File: config.mk
export PLATFORM = sky130hd
export DESIGN_NAME = gf2_163_field_arithmetic
export DESIGN_NICKNAME = d
export VERILOG_FILES = /design/src/rtl/gf2f_pkg.sv /design/src/rtl/gf2f_mul.sv /design/src/rtl/gf2f_dp.sv /design/src/rtl/gf2f_ctrl.sv /design/src/rtl/gf2_163_field_arithmetic.sv
export SDC_FILE = /design/constraint.sdc
export NUM_CORES = 2
export LEC_CHECK = 0
export BUFFER_PORTS_ARGS = -buffer_cell sky130_fd_sc_hd__clkbuf_2
export CORE_UTILIZATION = 50
export DETAILED_ROUTE_END_ITERATION = 10
export PLACE_DENSITY = 0.71
export SYNTH_ARGS = -nofsm -noshare
export SYNTH_HDL_FRONTEND = slang
export SYNTH_SLANG_ARGS = --single-unit
File: constraint.sdc
create_clock -name clk -period 12.58 [get_ports clk]
set_input_delay 1.887 -clock clk [delete_from_list [all_inputs] [get_ports clk]]
set_output_delay 1.887 -clock clk [all_outputs]
set_load 0.05 [all_outputs]
File: src/rtl/gf2f_pkg.sv
package gf2f_pkg;

  localparam int unsigned FieldM = 163;
  localparam int unsigned DigitW = 8;

  localparam logic [2:0] ACT_ADD  = 3'd0;
  localparam logic [2:0] ACT_MUL  = 3'd1;
  localparam logic [2:0] ACT_SQR  = 3'd2;
  localparam logic [2:0] ACT_INV  = 3'd3;
  localparam logic [2:0] ACT_ROOT = 3'd4;

  localparam logic [1:0] SRC_ACC = 2'd0;
  localparam logic [1:0] SRC_A   = 2'd1;
  localparam logic [1:0] SRC_B   = 2'd2;

  typedef logic [FieldM-1:0] elem_t;

  typedef struct packed {
    logic       load;
    logic       mul_start;
    logic [1:0] src_x;
    logic [1:0] src_y;
    logic       acc_from_mul;
    logic       acc_from_add;
    logic       acc_clear;
  } dp_cmd_t;

  typedef struct packed {
    logic mul_done;
  } dp_sts_t;

  // Multiply by x modulo f: shift and fold bit 163 back into x^7+x^6+x^3+1.
  function automatic elem_t mulx(input elem_t v);
    elem_t r;
    r = {v[FieldM-2:0], 1'b0};
    if (v[FieldM-1]) begin
      r[0] = ~r[0];
      r[3] = ~r[3];
      r[6] = ~r[6];
      r[7] = ~r[7];
    end
    return r;
  endfunction

endpackage

File: src/rtl/gf2f_mul.sv
module gf2f_mul #(
  parameter int unsigned DIGIT_W = gf2f_pkg::DigitW
) (
  input  logic            clk,
  input  logic            rst,
  input  logic            start,
  input  gf2f_pkg::elem_t x,
  input  gf2f_pkg::elem_t y,
  output gf2f_pkg::elem_t prod,
  output logic            done
);

  localparam int unsigned Steps = (gf2f_pkg::FieldM + DIGIT_W - 1) / DIGIT_W;
  localparam int unsigned PadW  = Steps * DIGIT_W;
  localparam int unsigned CntW  = $clog2(Steps + 1);

  logic [PadW-1:0] xs;
  gf2f_pkg::elem_t ys;
  gf2f_pkg::elem_t acc;
  gf2f_pkg::elem_t acc_next;
  logic [CntW-1:0] cnt;
  logic            run;

  // MSB-first digit-serial: acc = acc*x^D + digit*y, D bits per cycle.
  always_comb begin
    acc_next = acc;
    for (int i = 0; i < int'(DIGIT_W); i++) begin
      acc_next = gf2f_pkg::mulx(acc_next);
      if (xs[PadW-1-i]) begin
        acc_next = acc_next ^ ys;
      end
    end
  end

  always_ff @(posedge clk) begin
    if (rst) begin
      run  <= 1'b0;
      done <= 1'b0;
      cnt  <= '0;
    end else begin
      done <= 1'b0;
      if (start) begin
        run <= 1'b1;
        cnt <= CntW'(Steps);
      end else if (run) begin
        cnt <= cnt - 1'b1;
        if (cnt == CntW'(1)) begin
          run  <= 1'b0;
          done <= 1'b1;
        end
      end
    end
  end

  always_ff @(posedge clk) begin
    if (start) begin
      xs  <= PadW'(x);
      ys  <= y;
      acc <= '0;
    end else if (run) begin
      xs  <= xs << DIGIT_W;
      acc <= acc_next;
    end
  end

  assign prod = acc;

endmodule

File: src/rtl/gf2f_dp.sv
module gf2f_dp #(
  parameter int unsigned DIGIT_W = gf2f_pkg::DigitW
) (
  input  logic              clk,
  input  logic              rst,
  input  gf2f_pkg::dp_cmd_t cmd,
  input  gf2f_pkg::elem_t   a_in,
  input  gf2f_pkg::elem_t   b_in,
  output gf2f_pkg::dp_sts_t sts,
  output gf2f_pkg::elem_t   acc_out
);

  gf2f_pkg::elem_t a;
  gf2f_pkg::elem_t b;
  gf2f_pkg::elem_t acc;
  gf2f_pkg::elem_t x;
  gf2f_pkg::elem_t y;
  gf2f_pkg::elem_t prod;
  logic            mdone;

  function automatic gf2f_pkg::elem_t pick(input logic [1:0] s, input gf2f_pkg::elem_t c,
                                          input gf2f_pkg::elem_t p, input gf2f_pkg::elem_t q);
    gf2f_pkg::elem_t r;
    unique case (s)
      gf2f_pkg::SRC_A: r = p;
      gf2f_pkg::SRC_B: r = q;
      default:         r = c;
    endcase
    return r;
  endfunction

  assign x = pick(cmd.src_x, acc, a, b);
  assign y = pick(cmd.src_y, acc, a, b);

  gf2f_mul #(.DIGIT_W(DIGIT_W)) u_mul (
    .clk   (clk),
    .rst   (rst),
    .start (cmd.mul_start),
    .x     (x),
    .y     (y),
    .prod  (prod),
    .done  (mdone)
  );

  always_ff @(posedge clk) begin
    if (cmd.load) begin
      a   <= a_in;
      b   <= b_in;
      acc <= a_in;
    end else if (cmd.acc_clear) begin
      acc <= '0;
    end else if (cmd.acc_from_add) begin
      acc <= a ^ b;
    end else if (cmd.acc_from_mul) begin
      acc <= prod;
    end
  end

  assign sts.mul_done = mdone;
  assign acc_out      = acc;

endmodule

File: src/rtl/gf2f_ctrl.sv
module gf2f_ctrl (
  input  logic              clk,
  input  logic              rst,
  input  logic              start,
  input  logic [2:0]        action,
  input  logic [7:0]        root_order,
  input  gf2f_pkg::dp_sts_t sts,
  output gf2f_pkg::dp_cmd_t cmd,
  output logic              busy,
  output logic              done
);

  localparam logic [2:0] S_IDLE = 3'd0;
  localparam logic [2:0] S_DISP = 3'd1;
  localparam logic [2:0] S_SQ   = 3'd2;
  localparam logic [2:0] S_SQW  = 3'd3;
  localparam logic [2:0] S_MU   = 3'd4;
  localparam logic [2:0] S_MUW  = 3'd5;
  localparam logic [2:0] S_FIN  = 3'd6;

  logic [2:0] state;
  logic [2:0] state_next;
  logic [2:0] act;
  logic [7:0] cnt;
  logic [7:0] cnt_next;
  logic [7:0] exp_val;
  logic [15:0] prodn;

  // n*162 mod 163 = (163 - n mod 163) mod 163; n < 256 so one subtract.
  always_comb begin
    prodn   = {8'd0, root_order} >= 16'd163 ? {8'd0, root_order} - 16'd163
                                            : {8'd0, root_order};
    exp_val = (prodn[7:0] == 8'd0) ? 8'd0 : 8'd163 - prodn[7:0];
  end

  always_ff @(posedge clk) begin
    if (rst) begin
      state <= S_IDLE;
      act   <= gf2f_pkg::ACT_ADD;
      cnt   <= '0;
    end else begin
      state <= state_next;
      cnt   <= cnt_next;
      if (start && !busy) begin
        act <= action;
      end
    end
  end

  always_comb begin
    state_next = state;
    cnt_next   = cnt;
    cmd        = '0;
    done       = 1'b0;
    unique case (state)
      S_IDLE: begin
        if (start) begin
          cmd.load   = 1'b1;
          state_next = S_DISP;
          cnt_next   = (action == gf2f_pkg::ACT_ROOT) ? exp_val : 8'd161;
        end
      end
      S_DISP: begin
        unique case (act)
          gf2f_pkg::ACT_ADD: begin
            cmd.acc_from_add = 1'b1;
            state_next       = S_FIN;
          end
          gf2f_pkg::ACT_MUL: begin
            cmd.mul_start = 1'b1;
            cmd.src_x     = gf2f_pkg::SRC_A;
            cmd.src_y     = gf2f_pkg::SRC_B;
            cnt_next      = 8'd0;
            state_next    = S_SQW;
          end
          gf2f_pkg::ACT_SQR: begin
            cnt_next   = 8'd1;
            state_next = S_SQ;
          end
          gf2f_pkg::ACT_INV: state_next = S_SQ;
          gf2f_pkg::ACT_ROOT: state_next = (cnt == 8'd0) ? S_FIN : S_SQ;
          default: begin
            cmd.acc_clear = 1'b1;
            state_next    = S_FIN;
          end
        endcase
      end
      S_SQ: begin
        cmd.mul_start = 1'b1;
        state_next    = S_SQW;
      end
      S_SQW: begin
        if (sts.mul_done) begin
          cmd.acc_from_mul = 1'b1;
          if (act == gf2f_pkg::ACT_INV) begin
            if (cnt == 8'd0) begin
              state_next = S_FIN;
            end else begin
              state_next = S_MU;
            end
          end else begin
            cnt_next   = (cnt == 8'd0) ? 8'd0 : cnt - 8'd1;
            state_next = (cnt <= 8'd1) ? S_FIN : S_SQ;
          end
        end
      end
      S_MU: begin
        cmd.mul_start = 1'b1;
        cmd.src_y     = gf2f_pkg::SRC_A;
        state_next    = S_MUW;
      end
      S_MUW: begin
        if (sts.mul_done) begin
          cmd.acc_from_mul = 1'b1;
          cnt_next         = cnt - 8'd1;
          state_next       = S_SQ;
        end
      end
      S_FIN: begin
        done       = 1'b1;
        state_next = S_IDLE;
      end
      default: state_next = S_IDLE;
    endcase
  end

  assign busy = (state != S_IDLE);

endmodule

File: src/rtl/gf2_163_field_arithmetic.sv
// From the accepting edge to the result: add and unused codes go straight to the
// finish state; multiply and square take one product each; inverse takes 323
// products; nth root takes (163 - n mod 163) mod 163 squarings. With the default
// DIGIT_W of 8, a product is a start, 21 digit steps and a done strobe.
// One item at a time; busy stays high through done, so the next item is taken
// in the cycle after done. Synchronous reset returns the controller to idle; the receiver cannot stall.
module gf2_163_field_arithmetic #(
  parameter int unsigned DIGIT_W = gf2f_pkg::DigitW
) (
  input  logic         clk,
  input  logic         rst,
  input  logic         start,
  output logic         busy,
  output logic         done,
  input  logic [2:0]   action,
  input  logic [63:0]  operand_a_word0,
  input  logic [63:0]  operand_a_word1,
  input  logic [34:0]  operand_a_word2,
  input  logic [63:0]  operand_b_word0,
  input  logic [63:0]  operand_b_word1,
  input  logic [34:0]  operand_b_word2,
  input  logic [7:0]   root_order,
  output logic [63:0]  result_word0,
  output logic [63:0]  result_word1,
  output logic [34:0]  result_word2
);

  gf2f_pkg::dp_cmd_t cmd;
  gf2f_pkg::dp_sts_t sts;
  gf2f_pkg::elem_t   acc;

  gf2f_ctrl u_ctrl (
    .clk        (clk),
    .rst        (rst),
    .start      (start),
    .action     (action),
    .root_order (root_order),
    .sts        (sts),
    .cmd        (cmd),
    .busy       (busy),
    .done       (done)
  );

  gf2f_dp #(.DIGIT_W(DIGIT_W)) u_dp (
    .clk     (clk),
    .rst     (rst),
    .cmd     (cmd),
    .a_in    ({operand_a_word2, operand_a_word1, operand_a_word0}),
    .b_in    ({operand_b_word2, operand_b_word1, operand_b_word0}),
    .sts     (sts),
    .acc_out (acc)
  );

  assign result_word0 = acc[63:0];
  assign result_word1 = acc[127:64];
  assign result_word2 = acc[162:128];

  a_done_busy: assert property (@(posedge clk) disable iff (rst) done |-> busy)
    else $error("done without busy");
  a_load_idle: assert property (@(posedge clk) disable iff (rst) cmd.load |-> !busy)
    else $error("load while busy");
  a_done_idle: assert property (@(posedge clk) disable iff (rst) done |=> !busy)
    else $error("still busy after done");

endmodule
==> flow_metrics.tcl <==
set metrics [dict create \
    syn_nets 6819 \
    min_period_ps 5060 \
    cts_buffers 108 \
    synth_most_common_cell "nand2_1" \
    drtAntennaViolNets 0 \
    p_leak_nw 23.6 \
    synthToLayoutAreaGrowth_pct 10.8 \
    placed_cell_area_sq_um 63100 \
    r2r_start "u_ctrl.state[0]" \
    vias 46000 \
    yosysWarningCount 0 \
    postSynthCellCount 6472 \
    route.detailed.drc 0 \
    viasPerCell 5.55 \
    die-area_sq_um 122000 \
    die_x_um 349 \
    clock.fmax_ghz 0.198 \
    cts-root-buf "clkbuf_16" \
    synth_area_leaders "edfxtp_1, xnor2_1, nand2_1" \
    worst_slew_pin_slew_ps 1340 \
    end_kind "register" \
    setup_viol 0 \
    criticalPathCategory "register to register" \
    layout_setup_ws_ps 7520 \
    cts_tree "done" \
    worst_setup_path_start_kind "register" \
    worst_ep_arrival_time_ps 5500 \
    p_sw_share_pct 44.2 \
    ys_ff_latch 1004 \
    clkSinkCount 1004 \
    die_h_um 349 \
    gp_congestion 0.861 \
    core_area_sq_um 119000 \
    initial_core_util_pct 50.7 \
    grt_max_degree 170 \
    synthFlopType "edfxtp_1" \
    worstSetupStartpoint "u_ctrl.state[0]" \
    finalHoldViolations 0 \
    peakVddDrop_mv 0.256 \
    fin_crit_sh_pct 40.2 \
    cap_viol_max_count 0 \
    skew_ps 41.8 \
    synth_commonest_cells "nand2_1, xnor2_1, edfxtp_1" \
    routed_wirelength_mm 168 \
    grt_pass1_vias 43800 \
    yosysSeqAreaShare_pct 46.9 \
    cts.repair.resized 0 \
    clockPowerShare_pct 15.5 \
    synth.distinct_cells 60 \
    syn_area_per_cell_sq_um 9.31 \
    min_path_type "register to register" \
    pwr-share-comb_pct 50.9 \
    num-nets-final 6947 \
    post-place-ws_ps 7530 \
    postCtsSetupBuffers 0 \
    setup_tns_ps 0 \
    p_seq_share_pct 33.6 \
    synth_async_sr_flop_share_pct 0 \
    grt_first_pass_wirelength_mm 257 \
    p_sw_mw 9.19 \
    drtPass1Iterations 6 \
    grt_usage_pct 26.9 \
    synth_edf_count 815 \
    htree_levels 3 \
    fin_hold_ws_ps 489 \
    overflow 0 \
    power.internal_mw 11.6 \
    hold_buffers 0 \
    wl_per_cell_um 20.2 \
    min_from "u_dp.u_mul.xs[155]" \
    synth.cell_area_sq_um 60200 \
    synth_top_area_cell "edfxtp_1" \
    drive_gt1_share_pct 11.0 \
    ios 505 \
    crit_fanout 84 \
    insertion_delay_ps 760 \
    final_max_slew_viol_count 0 \
    antenna_found_initial 2 \
    status "completed" \
    clkTransAtPathRegs_ps 60 \
    synth_top_area_share_pct 40.6 \
    regToRegSetupSlack_ps 7520 \
    row_count 126 \
    worstPathRequired_ps 13020 \
    max-slew-margin-rel_pct 10.9 \
    hpwl_mm 107 \
    portBuffers 504 \
    cts_buffer_depth 3 \
    post-route-cell-area_sq_um 66700 \
    rsz0062_at_grt "false" \
    power.density_nw_per_um2 312 \
    drt_iter0_drc 4249 \
]
## cell usage in the layout (no fill, tap or decap), drive strengths merged, types with 3 or more instances in the layout
cell type,synthesis,layout
a211oi,10,10
inv,12,18
xor2,339,339
xnor3,9,9
a22oi,163,163
clkinv,0,41
or3,4,4
o31ai,4,4
xnor2,1151,1151
mux2i,323,323
clkinvlp,0,4
clkbuf,384,648
nor4b,3,3
nand3,4,4
dfxtp,189,189
a311oi,3,3
nor2,363,363
nand2b,5,5
nor3,13,13
a21oi,182,182
ha,7,7
bufinv,0,9
o21ai,331,331
edfxtp,815,815
buf,153,51
nand3b,3,3
a22o,8,8
nand2,1967,1967
## metrics by stage
stage	total power, mW	cells	utilization, %
detailed placement	17.5	8090	53.2
global placement	17.3	8090	53.2
global route	22.0	8294	56.2
CTS	20.8	8294	56.2
finish	20.8	8296	56.2
floorplan	15.2	6472	-
## routing by layer
layer  track usage [%]  up-vias  routed length [um]
met4              8.62        4                5030
met3              3.53      304               11800
li1                  -    21400                   -
met2              45.1     1951               82400
met1              35.8    22300               68600
met5                 0        -                  32
## layout make-up
| class | count | area (sq um) |
|---|---|---|
| antenna | 2 | 5.00 |
| multi-input combinational | 4919 | 29800 |
| inverter | 12 | 52.6 |
| timing repair buffer | 555 | 2980 |
| clock buffer | 144 | 2940 |
| fill | 10100 | 52000 |
| tap | 1600 | 2000 |
| clock inverter | 60 | 622 |
| sequential | 1004 | 28300 |
## path summary, 6_finish.rpt
kind	cells past startpoint	end
max reg2reg	6	u_dp.u_mul.xs[89]
min reg2reg	2	u_dp.u_mul.xs[163]
min	2	u_dp.u_mul.xs[163]
max	6	u_dp.u_mul.xs[89]
## power groups by stage
stage / Combinational [mW] / Sequential [mW] / Clock (mW)
after floorplan: 8.12 / 7.05 / 0
after global placement: 10.3 / 7.00 / 0
after detailed placement: 10.5 / 6.99 / 0
after CTS: 10.6 / 6.95 / 3.27
after global routing: 11.5 / 7.08 / 3.39
final: 10.6 / 7.00 / 3.22
## critical path, stage by stage (launching register included)
cell     delay (ps)
dfxtp_1         660
nor4b_2         550
and3b_4         890
buf_4           690
buf_4           730
buf_4           750
o21ai_0         270
## kinds of logic (layout without fill, tap and decap cells)
| kind of cell | Yosys count | count (layout) | synth area share (%) |
|---|---|---|---|
| buf+inv | 549 | 771 | 3.66 |
| fa+ha+maj | 7 | 7 | 0.145 |
| xor+xnor | 1499 | 1499 | 22.0 |
| mux | 323 | 323 | 5.37 |
| flops | 1004 | 1004 | 46.9 |
| compound gates | 719 | 719 | 6.90 |
| other cells | 0 | 2 | 0 |
| simple gates | 2371 | 2371 | 15.0 |
## flip-flops by register name, summed over array words and instances (netlist names)
name,count
u_dp.u_mul.cnt,5
u_ctrl.cnt,8
u_dp.u_mul.xs,168
u_dp.u_mul.ys,163
u_dp.u_mul.run,1
u_dp.a,163
u_dp.u_mul.done,1
u_dp.u_mul.prod,163
u_ctrl.state,3
u_dp.b,163
u_dp.acc_out,163
u_ctrl.act,3
No activity file was read; power rests on OpenSTA's default activity.
